<file path="src/rtl/static_knee_compressor_assert.svh">
// Assertion macros shared by the compressor RTL
`ifndef STATIC_KNEE_COMPRESSOR_ASSERT_SVH
`define STATIC_KNEE_COMPRESSOR_ASSERT_SVH
`ifndef ASSERT_OFF
`define ASSERT_IMPLIES(label, clk, rst, pre, post) \
   label: assert property (@(posedge clk) disable iff (rst) (pre) |-> (post)) \
      else $error("assertion failed: %m");
`define ASSERT_NEXT(label, clk, rst, pre, post) \
   label: assert property (@(posedge clk) disable iff (rst) (pre) |=> (post)) \
      else $error("assertion failed: %m");
`else
`define ASSERT_IMPLIES(label, clk, rst, pre, post)
`define ASSERT_NEXT(label, clk, rst, pre, post)
`endif
`endif

</file>
<file path="src/rtl/skc_div_cell.sv">
// One restoring-division step: shifts the next dividend bit into the
// partial remainder and shifts the quotient bit into the low end.
module skc_div_cell #(
   parameter int DIV_BITS  = 15,
   parameter int ACC_BITS  = 16,
   parameter int SIDE_BITS = 1
) (
   input  logic                 clock,
   input  logic                 reset,
   input  logic                 advance,
   input  logic [DIV_BITS-1:0]  divisor,
   input  logic                 in_valid,
   input  logic [DIV_BITS-1:0]  in_rem,
   input  logic [ACC_BITS-1:0]  in_acc,
   input  logic [SIDE_BITS-1:0] in_side,
   output logic                 out_valid,
   output logic [DIV_BITS-1:0]  out_rem,
   output logic [ACC_BITS-1:0]  out_acc,
   output logic [SIDE_BITS-1:0] out_side
);

   logic [DIV_BITS:0]    trial;
   logic [DIV_BITS:0]    diff;
   logic                 ge;
   logic [DIV_BITS-1:0]  rem_in;
   logic [ACC_BITS-1:0]  acc_in;
   logic                 valid_ff;
   logic [DIV_BITS-1:0]  rem_ff;
   logic [ACC_BITS-1:0]  acc_ff;
   logic [SIDE_BITS-1:0] side_ff;

   assign trial  = {in_rem, in_acc[ACC_BITS-1]};
   assign ge     = trial >= {1'b0, divisor};
   assign diff   = trial - {1'b0, divisor};
   assign rem_in = ge ? diff[DIV_BITS-1:0] : trial[DIV_BITS-1:0];
   assign acc_in = {in_acc[ACC_BITS-2:0], ge};

   always_ff @(posedge clock) begin
      if (reset) begin
         valid_ff <= 1'b0;
      end else if (advance) begin
         valid_ff <= in_valid;
      end
   end

   always_ff @(posedge clock) begin
      if (advance) begin
         rem_ff  <= rem_in;
         acc_ff  <= acc_in;
         side_ff <= in_side;
      end
   end

   assign out_valid = valid_ff;
   assign out_rem   = rem_ff;
   assign out_acc   = acc_ff;
   assign out_side  = side_ff;

endmodule

</file>
<file path="src/rtl/skc_div_chain.sv">
// Row of division cells, one quotient bit per cell. The partial remainder
// entering the row must be below the divisor.
module skc_div_chain #(
   parameter int DIV_BITS  = 15,
   parameter int ACC_BITS  = 16,
   parameter int SIDE_BITS = 1
) (
   input  logic                 clock,
   input  logic                 reset,
   input  logic                 advance,
   input  logic [DIV_BITS-1:0]  divisor,
   input  logic                 in_valid,
   input  logic [DIV_BITS-1:0]  in_rem,
   input  logic [ACC_BITS-1:0]  in_acc,
   input  logic [SIDE_BITS-1:0] in_side,
   output logic                 out_valid,
   output logic [ACC_BITS-1:0]  out_quot,
   output logic [SIDE_BITS-1:0] out_side
);

   logic                 valid_w [0:ACC_BITS];
   logic [DIV_BITS-1:0]  rem_w   [0:ACC_BITS];
   logic [ACC_BITS-1:0]  acc_w   [0:ACC_BITS];
   logic [SIDE_BITS-1:0] side_w  [0:ACC_BITS];

   assign valid_w[0] = in_valid;
   assign rem_w[0]   = in_rem;
   assign acc_w[0]   = in_acc;
   assign side_w[0]  = in_side;

   for (genvar i = 0; i < ACC_BITS; i++) begin : g_cell
      skc_div_cell #(
         .DIV_BITS  (DIV_BITS),
         .ACC_BITS  (ACC_BITS),
         .SIDE_BITS (SIDE_BITS)
      ) u_cell (
         .clock     (clock),
         .reset     (reset),
         .advance   (advance),
         .divisor   (divisor),
         .in_valid  (valid_w[i]),
         .in_rem    (rem_w[i]),
         .in_acc    (acc_w[i]),
         .in_side   (side_w[i]),
         .out_valid (valid_w[i+1]),
         .out_rem   (rem_w[i+1]),
         .out_acc   (acc_w[i+1]),
         .out_side  (side_w[i+1])
      );
   end

   assign out_valid = valid_w[ACC_BITS];
   assign out_quot  = acc_w[ACC_BITS];
   assign out_side  = side_w[ACC_BITS];

endmodule

</file>
<file path="config.mk">
export PLATFORM = sky130hd
export DESIGN_NAME = skc_div_chain
export DESIGN_NICKNAME = d
export VERILOG_FILES = /design/src/rtl/static_knee_compressor_assert.svh /design/src/rtl/skc_div_cell.sv /design/src/rtl/skc_div_chain.sv
export SDC_FILE = /design/constraint.sdc
export NUM_CORES = 1
export LEC_CHECK = 0
export ABC_AREA = 1
export ABC_CLOCK_PERIOD_IN_PS = 2800
export BUFFER_PORTS_ARGS = -buffer_cell sky130_fd_sc_hd__buf_2
export CAP_MARGIN = 25
export CELL_PAD_IN_SITES_DETAIL_PLACEMENT = 2
export CELL_PAD_IN_SITES_GLOBAL_PLACEMENT = 2
export CORE_MARGIN = 8
export CORE_UTILIZATION = 39
export CTS_CLUSTER_DIAMETER = 50
export DETAILED_ROUTE_END_ITERATION = 10
export GPL_ROUTABILITY_DRIVEN = 1
export GPL_TIMING_DRIVEN = 0
export MAX_ROUTING_LAYER = met4
export PLACE_DENSITY = 0.87
export REMOVE_ABC_BUFFERS = 1
export SETUP_SLACK_MARGIN = 0.4
export SYNTH_ARGS = -nofsm -noshare
export SYNTH_HDL_FRONTEND = slang
export SYNTH_SLANG_ARGS = --single-unit
</file>
<file path="constraint.sdc">
create_clock -name clock -period 2.8 [get_ports clock]
set_input_delay 0.42 -clock clock [delete_from_list [all_inputs] [get_ports clock]]
set_output_delay 0.42 -clock clock [all_outputs]
set_load 0.05 [all_outputs]
</file>
# Word level (Yosys, flattened, before mapping)
# Index checks and enable logic that the tools add are counted.
[word_totals]
regBits = 513
inputBits = 51
output_inout_bits = 18
wordCells = 109
[op_classes]
n_addsub = 15
magnitude_cmp = 16
n_mux = 15
[ops]
columns = ["op", "n"]
rows = [
  ["$ge A16 B15 Y1", 16],
  ["$mux W15", 15],
  ["$sub A15 B15 Y15", 15],
]

# Logic depth before layout (Yosys ltp)
# Gate-level depths: netlist of the first run.
[logic_depth]
ltp_word = 2
mapped_depth = 14
mapped_depth_nobuf = 13

# By module
# Synthesis of the first run repeated with hierarchy kept, for this count alone.
[unflattened]
cells_unflattened = 4471
hier_area_um2 = 35271.3
[modules_own_cells]
columns = ["module", "n_inst", "cells_each", "area_each_um2", "seq_area_each_um2"]
rows = [
  ["skc_div_cell (g_cell[0].u_cell ...)", 15, 280, 2199.6, 980.9],
  ["skc_div_cell (g_cell[1].u_cell)", 1, 271, 2277.2, 980.9],
]

# Least setup slack after synthesis of the first run
# Ideal clock, no wire load.
[synth_timing]
path_type = "input -> register"
start = "input divisor[3]"
end = "register g_cell[2].u_cell.rem_ff[13], data pin"
setup_ns = 0.254
arrival_time_ns = 1.982
required_time_ns = 2.546
setup_slack_ns = 0.565
path_stages = 10
path_buffers = 1
cell_sequence = "inv_1 > ha_1 > or2_1 > nand3_1 > nand2_1 > nand2_2 > nand3_4 > buf_6 > nand3_1 > nand2_1"
[synth_between]
elab_chain_len = 2
elab_cells_between_ends = 3
classes_between = "add/sub (1); order compare (1); mux (1)"
[synth_rtl]
columns = ["element", "line", "source"]
rows = [
  ["from (decl)", "skc_div_chain.sv:11", "input logic [DIV_BITS-1:0] divisor,"],
  ["$ge A16 B15 Y1", "skc_div_cell.sv:33", "assign ge = trial >= {1'b0, divisor};"],
  ["via g_cell[2].u_cell.ge", "skc_div_cell.sv:24", "logic ge;"],
  ["$mux W15", "skc_div_cell.sv:35", "assign rem_in = ge ? diff[DIV_BITS-1:0] : trial[DIV_BITS-1:0];"],
  ["via g_cell[2].u_cell.rem_in[13]", "skc_div_cell.sv:25", "logic [DIV_BITS-1:0] rem_in;"],
  ["to (signal assigned)", "skc_div_cell.sv:48", "rem_ff <= rem_in;"],
  ["to (decl)", "skc_div_cell.sv:28", "logic [DIV_BITS-1:0] rem_ff;"],
]
# The timed path passes the listed nets, and every way through them passes these cells.
# A chain may end at the register's enable or synchronous reset.

# Worst setup path after layout of the first run
[layout_timing]
start = "register g_cell[1].u_cell.acc_ff[15]"
end = "register g_cell[2].u_cell.rem_ff[4], data pin"
[layout_between]
elab_chain_len = 2
elab_cells_between_ends = 3
classes_between = "add/sub (1); order compare (1); mux (1)"
[layout_rtl]
columns = ["element", "line", "source"]
rows = [
  ["from (decl)", "skc_div_cell.sv:29", "logic [ACC_BITS-1:0] acc_ff;"],
  ["from (signal assigned)", "skc_div_cell.sv:49", "acc_ff <= acc_in;"],
  ["$sub A15 B15 Y15 or $ge A16 B15 Y1 (tied branches)", "skc_div_cell.sv:34, skc_div_cell.sv:33", ""],
  ["$mux W15 (*)", "skc_div_cell.sv:35", ""],
  ["via g_cell[2].u_cell.rem_in[4]", "skc_div_cell.sv:25", ""],
]
# Mark *: on every way through the listed nets, which the timed path passes. The rest lies on a longest branch.

==> metrics.txt, run 1 <==
mux share of post-synthesis cell area=0%; WP data required=3.25 ns; vias in the first global route=36100; Initial Util=39.3%; first-pass GRT wire length=230000 um; Layout area overhead=19.4%; Ys Warns=0; Post-Synth XOR/XNOR Area=2.05%; Final nets=4611; crit path time final=2.94 ns; Seq/Total Area, Yosys=46.4%; Final Hold Vio Count=1; clock skew=0.0564 ns; Setup crit start kind=register; Hold Crit Class=in -> reg; Min Hold Slack=-0.000280 ns; routed vias=33300; Final setup viols=1; crit-path max FO=7; worst setup margin=-0.138 ns; Synth Area in Compound Gates=2.65%; initial drt markers=3227; Max VDD drop=0.729 mV; largest family of logic cells by synthesized area=simple AND/OR/NAND/NOR gates; Worst-Skew Late Latency=0.72 ns; mapped cell area=32800 sq um; status=finished, violations left; Worst-Margin Slew=0.853 ns; worst endpoint data arrival time=3.39 ns; Die W=306 um; clock slew at reported path FFs=0.08 ns; slew margin rel.=43.1%; H-tree depth=3; leakage=18.9 nW; core area=83600 sq um; Total Routing Usage GR=32.6%; Synth Register Bits=513; vias per cell=6.09; Highest Clock Rate=340 MHz; I/O pin total=69; clock root cell=clkbuf_16; CTS sink count=513; power density over cell area=1300 nW/um^2; async set or reset register ratio after synthesis=0%; layout cell share with drive strength beyond 1=12.8%; CTS tree=yes; Port Buffers=68; final instance area=39200 sq um; Cell Area, Placed=34400 sq um; RSZ-0062 raised after global routing=true; post-synthesis cell count=4101; Tcrit/Tclk final=105%; Syn Area/Cell=8.01 sq um; clk buf depth=3; max_cap viols=0; HPWL after DPL=80900 um; critical path class=reg -> reg; Yosys cell types=33; drt wl/cell=32.6 um; die area=93700 sq um; Post-synth top flop=edfxtp_1; violated checks=negative hold slack, negative setup slack; final WL=178000 um; Post-synth EDFFs=497; simple-gate share of the synthesized area=29.9%; Final Max Tran Viols=0; largest net degree at the start of global routing=133; Initial DRT Pass Iterations=7; global route total overflow=0; antenna violations before repair=5; chip height=306 um; RePlAce Congestion=0.822; drt drc=0; TritonCTS Buffers=83; row count=106; Worst Setup End Kind=register; Adder-Cell Fraction of Synth Area=10.1%; DRT antenna net count=0
## per-stage QoR
step	total power, W	TNS (ns)	instances	utilization [%]	setup WS, ns
after floorplan	0.0249	0	4050	-	0.564
after global placement	0.0299	-3578.76	5198	40.8	-9.11
after detailed placement	0.0315	-243.04	5208	41.2	-1.24
after CTS	0.0451	0	5430	45.8	0.374
after global routing	0.0520	-0.121	5459	46.9	-0.121
final	0.0508	-0.138	5460	46.9	-0.138
## what timing repair did
item                                    CTS  global route
gates cloned                              5             0
endpoints found under the setup margin  241           227
pin swaps                                20            35
hold endpoints to repair                 16             0
hold buffers                             16             0
buffers inserted                         46            25
gates resized for setup                  98           204
## cells by family after synthesis
group	after synthesis
fa+ha+maj	255
flops	513
xor+xnor	77
compound gates	169
simple gates	2363
buf+inv	724
## layout make-up
cell class | instances | area [sq um]
fillers | 9262 | 44400
multi-input cells | 2869 | 15500
flip-flops and latches | 513 | 15200
inverters | 673 | 2620
clock buffers | 89 | 2120
repair buffers | 165 | 1520
well taps | 1080 | 1350
clock inverters | 66 | 795
diodes | 5 | 12.5
## routing by layer
layer / part of all wire, % / up-vias / GRT usage [%]
li1: - / 13600 / -
met1: 35 / 16500 / 34.3
met2: 48 / 2092 / 56.5
met3: 7.4 / 1076 / 5.47
met4: 9.6 / 0 / 21.5
met5: 0 / - / -
## synthesized netlist by cell type, types with 5 or more instances
master	count	area (sq um)
or2_0	5	31.3
nand2_2	17	106
o21ai_1	16	80.1
a21oi_1	107	536
or2_2	21	131
inv_1	660	2480
nand2_1	1623	6090
nand3b_1	30	225
nand3_1	295	1480
nand4_1	62	388
fa_1	15	300
dfxtp_1	16	320
ha_1	240	3000
nor2_1	250	938
inv_2	13	48.8
buf_4	30	225
edfxtp_1	497	14900
buf_6	13	146
and2_1	45	282
o21ai_0	43	215
xor2_1	73	639
## final timing paths
path	cells after the start	startpoint	to	slack, ns
worst max register to register	11	g_cell[1].u_cell.out_acc[15]$_DFFE_PP_	g_cell[2].u_cell.out_rem[4]$_DFFE_PP_	-0.14
worst min register to register	0	g_cell[12].u_cell.out_acc[10]$_DFFE_PP_	g_cell[13].u_cell.out_acc[11]$_DFFE_PP_	0.40
worst min-delay path	3	in_valid	g_cell[0].u_cell.out_valid$_SDFFE_PP0P_	-0.0003
worst max-delay path	11	g_cell[1].u_cell.out_acc[15]$_DFFE_PP_	g_cell[2].u_cell.out_rem[4]$_DFFE_PP_	-0.14
## placed cells by master, fill, tap and decap left out, types with 10 or more instances in the layout
master | netlist | final
inv_2 | 13 | 20
clkbuf_16 | 0 | 84
buf_12 | 0 | 14
inv_6 | 0 | 18
edfxtp_1 | 497 | 497
inv_4 | 0 | 12
nand3b_1 | 30 | 30
ha_1 | 240 | 200
nand4_1 | 62 | 62
xor2_1 | 73 | 73
nand2_1 | 1623 | 1569
inv_1 | 660 | 628
nor2_2 | 4 | 15
dlygate4sd3_1 | 0 | 16
dfxtp_1 | 16 | 16
and2_1 | 45 | 43
a21oi_2 | 0 | 10
clkinvlp_4 | 0 | 10
nand3_2 | 0 | 26
buf_4 | 30 | 52
or2_2 | 21 | 21
nand3_1 | 295 | 267
nand2_4 | 0 | 15
buf_2 | 3 | 65
nor2_1 | 250 | 235
fa_2 | 0 | 12
ha_2 | 0 | 31
o21ai_0 | 43 | 35
o21ai_1 | 16 | 16
clkinv_2 | 0 | 12
bufinv_16 | 0 | 11
a21oi_1 | 107 | 95
nand2_2 | 17 | 54
## worst max-delay path, cell delays in order (launching register included)
cell and delay, ns:
edfxtp_1 0.46, inv_2 0.26, ha_4 0.30, fa_2 0.33, inv_1 0.09, nand2_1 0.08, nand2_2 0.12, nand3_2 0.10
nand2_2 0.08, nand2_4 0.15, nand3_4 0.19, o21ai_2 0.49
## sequential cells by signal (all words and copies together), names as in the netlist
signal / cells
g_cell.u_cell.out_acc: 256
g_cell.u_cell.out_side: 16
g_cell.u_cell.out_rem: 225
g_cell.u_cell.out_valid: 16
## where the power goes
group          internal [W]  total, W  switching (W)
combinational       0.00738    0.0263         0.0189
sequential           0.0113    0.0130        0.00168
clock               0.00665    0.0115        0.00486
(Power assumes the default switching activity.)
==> run 2, diff against run 1 <==
--- a/config.mk
+++ b/config.mk
@@ -8,3 +8,3 @@
 export ABC_AREA = 1
-export ABC_CLOCK_PERIOD_IN_PS = 2800
+export ABC_CLOCK_PERIOD_IN_PS = 3700
 export BUFFER_PORTS_ARGS = -buffer_cell sky130_fd_sc_hd__buf_2
@@ -14,3 +14,3 @@
 export CORE_MARGIN = 8
-export CORE_UTILIZATION = 39
+export CORE_UTILIZATION = 40
 export CTS_CLUSTER_DIAMETER = 50
@@ -18,5 +18,4 @@
 export GPL_ROUTABILITY_DRIVEN = 1
-export GPL_TIMING_DRIVEN = 0
 export MAX_ROUTING_LAYER = met4
-export PLACE_DENSITY = 0.87
+export PLACE_DENSITY = 0.89
 export REMOVE_ABC_BUFFERS = 1
==> constraint.sdc (replaced) <==
create_clock -name clock -period 3.7 [get_ports clock]
set_input_delay 0.555 -clock clock [delete_from_list [all_inputs] [get_ports clock]]
set_output_delay 0.555 -clock clock [all_outputs]
set_load 0.02 [all_outputs]
==> run 2 against run 1 <==
The flow now finishes without violations. Register-to-register slack improved by 0.88 ns. Global-route usage decreased by 2.2 points. Hold slack improved by 0.065 ns. Clock power decreased by 25%. Critical endpoint is now g_cell[8].u_cell.out_rem[2]$_DFFE_PP_. Highest routed layer unchanged.
==> metrics.txt, run 2 (synthesis gave the netlist of run 1 again) <==
setup tns final=0 ns (was -0.138 ns); final WL=137000 um (was 178000 um); Final Max Tran Viols=0 (unchanged); Reg2Reg Depth=13 (was 11); met1 Track Usage GR=32.5% (was 34.3%); worst r2r src=g_cell[7].u_cell.out_acc[15]$_DFFE_PP_ (was g_cell[1].u_cell.out_acc[15]$_DFFE_PP_); Initial DRT Pass Iterations=5 (was 7); most frequent cells in the layout=nand2_1, inv_1, edfxtp_1 (unchanged); R2R Setup Slk=0.74 ns (was -0.14 ns); Total Routing Usage GR=30.5% (was 32.6%); FF-to-FF End=g_cell[8].u_cell.out_rem[2]$_DFFE_PP_ (was g_cell[2].u_cell.out_rem[4]$_DFFE_PP_); number of post-CTS setup repair buffers=0 (was 46); RePlAce Congestion=0.830 (was 0.822); clk buf depth=3 (unchanged); sw frac=45.7% (was 50.1%); global route total overflow=0 (unchanged); share of power burned in registers=28.9% (was 25.6%); total chip power=0.0340 W (was 0.0508 W); WP data required=4.08 ns (was 3.25 ns); Worst Hold End=g_cell[0].u_cell.out_acc[7]$_DFFE_PP_ (was g_cell[0].u_cell.out_valid$_SDFFE_PP0P_); worst hold start=in_acc[6] (was in_valid); power density over cell area=906 nW/um^2 (was 1300 nW/um^2); CTS tree=yes (unchanged); leading cell type in the layout, fill and taps excluded=nand2_1 (unchanged); Worst-Skew Late Latency=0.67 ns (was 0.72 ns); vias in the first global route=34600 (was 36100); HPWL after DPL=81000 um (was 80900 um); clock slew at reported path FFs=0.06 ns (was 0.08 ns); first-pass GRT wire length=209000 um (was 230000 um); Worst-Margin Slew=0.814 ns (was 0.853 ns); drt drc=0 (unchanged); internal power=0.0185 W (was 0.0254 W); # resized after CTS=0 (was 98); Final nets=4545 (was 4611); Combinational Power Share=45.6% (was 51.7%); I/O pin total=69 (unchanged); Tcrit/Tclk final=79.9% (was 105%); vias per cell=5.54 (was 6.09); slew margin rel.=45.7% (was 43.1%); gr busiest metal=met2 (unchanged); P_sw=0.0155 W (was 0.0254 W); row count=105 (was 106); met3 global-route usage=4.31% (was 5.47%); status=complete, no violations (was finished, violations left); clock root cell=clkbuf_16 (unchanged); initial drt markers=1771 (was 3227); critical path class=reg -> reg (unchanged); clock skew=0.0374 ns (was 0.0564 ns); max FFs per register=256 (unchanged); crit path time final=2.96 ns (was 2.94 ns); antenna violations before repair=2 (was 5); worst endpoint data arrival time=3.34 ns (was 3.39 ns); Critical path origin=g_cell[7].u_cell.out_acc[15]$_DFFE_PP_ (was g_cell[1].u_cell.out_acc[15]$_DFFE_PP_); die area=91500 sq um (was 93700 sq um); Die W=303 um (was 306 um); RSZ-0062 raised after global routing=false (was true); Final Hold Vio Count=0 (was 1); TritonCTS Buffers=85 (was 83); layout cell share with drive strength beyond 1=7.03% (was 12.8%); Port Buffers=68 (unchanged); DRT antenna net count=0 (unchanged); crit-path max FO=19 (was 7); Final setup viols=0 (was 1); core area=81700 sq um (was 83600 sq um); worst hold path depth=1 (was 3); drt wl/cell=25.5 um (was 32.6 um); hold_buf cts=0 (was 16); chip height=303 um (was 306 um); Layout area overhead=14.3% (was 19.4%); max_cap viols=0 (unchanged); largest net degree at the start of global routing=90 (was 133); Setup crit start kind=register (unchanged); CTS sink count=513 (unchanged); H-tree depth=3 (unchanged); met2 Usage GRT=53.8% (was 56.5%); routed vias=29800 (was 33300); Initial Util=40.2% (was 39.3%); leakage=18.5 nW (was 18.9 nW); Worst Setup End Kind=register (unchanged); Clk pwr share=25.5% (was 22.7%); Max VDD drop=0.522 mV (was 0.729 mV); Hold Crit Class=in -> reg (unchanged); Highest Clock Rate=338 MHz (was 340 MHz)
run 2: cell count changes in the layout (fill, tap and decap cells not counted), sizes merged:
cell and change:
dlygate4sd3 -16, diode -4, clkbuf +8, nand2 -2, buf -47, clkinvlp +1
bufinv +1, clkinv -13, nand3 -3, inv +5
run 2: worst max-delay path by stage:
stage,to,cells past startpoint
after detailed placement,g_cell[8].u_cell.out_rem[2]$_DFFE_PP_,13
after CTS,g_cell[8].u_cell.out_rem[2]$_DFFE_PP_,13
after global placement,g_cell[7].u_cell.out_rem[11]$_DFFE_PP_,13
after global routing,g_cell[8].u_cell.out_rem[2]$_DFFE_PP_,13
after floorplan,g_cell[2].u_cell.out_rem[13]$_DFFE_PP_,9
final,g_cell[8].u_cell.out_rem[2]$_DFFE_PP_,13
run 2: power by group through the flow:
| stage | sequential, W | combinational (W) | clock [W] |
|---|---|---|---|
| final | 0.00983 | 0.0155 | 0.00865 |
| after global routing | 0.00988 | 0.0169 | 0.00895 |
| after CTS | 0.00981 | 0.0153 | 0.00878 |
| after detailed placement | 0.00981 | 0.0139 | 0 |
| after global placement | 0.00977 | 0.0127 | 0 |
| after floorplan | 0.00912 | 0.00966 | 0 |
run 2: metrics by stage:
step	setup WS, ns	utilization (%)	hold WS [ns]	cells	cell area (sq um)
after floorplan	1.33	-	0.400	4050	32400
after global placement	0.593	42.3	0.400	5222	34500
after detailed placement	0.385	42.3	0.405	5222	34500
after CTS	0.770	45.9	0.0340	5379	37500
after global routing	0.627	45.9	0.0591	5380	37500
final	0.743	45.9	0.0652	5380	37500
run 2: final cells by class:
cell class | instances | area [sq um]
clock inverters | 60 | 703
inverters | 673 | 2530
fillers | 9235 | 44200
flip-flops and latches | 513 | 15200
diodes | 1 | 2.50
clock buffers | 97 | 2280
well taps | 1070 | 1340
multi-input cells | 2864 | 14700
repair buffers | 102 | 768
run 2: per-layer routing:
layer | share of wire [%] | up-vias | wire length [um]
met5 | 0 | - | 0
met2 | 51 | 907 | 69400
met1 | 38 | 14900 | 52300
li1 | - | 13400 | -
met4 | 6.8 | 0 | 9320
met3 | 4.4 | 539 | 6010
run 2: worst max-delay path: stages (launching register included):
cell      delay [ns]
edfxtp_1        0.32
inv_1           0.11
ha_1            0.24
fa_1            0.38
inv_1           0.12
nand2_1         0.11
nand2_1         0.14
nand3_1         0.11
nand3_1         0.12
nand2_1         0.08
nand2_2         0.36
inv_2           0.30
nand2_1         0.17
nand2_1         0.10
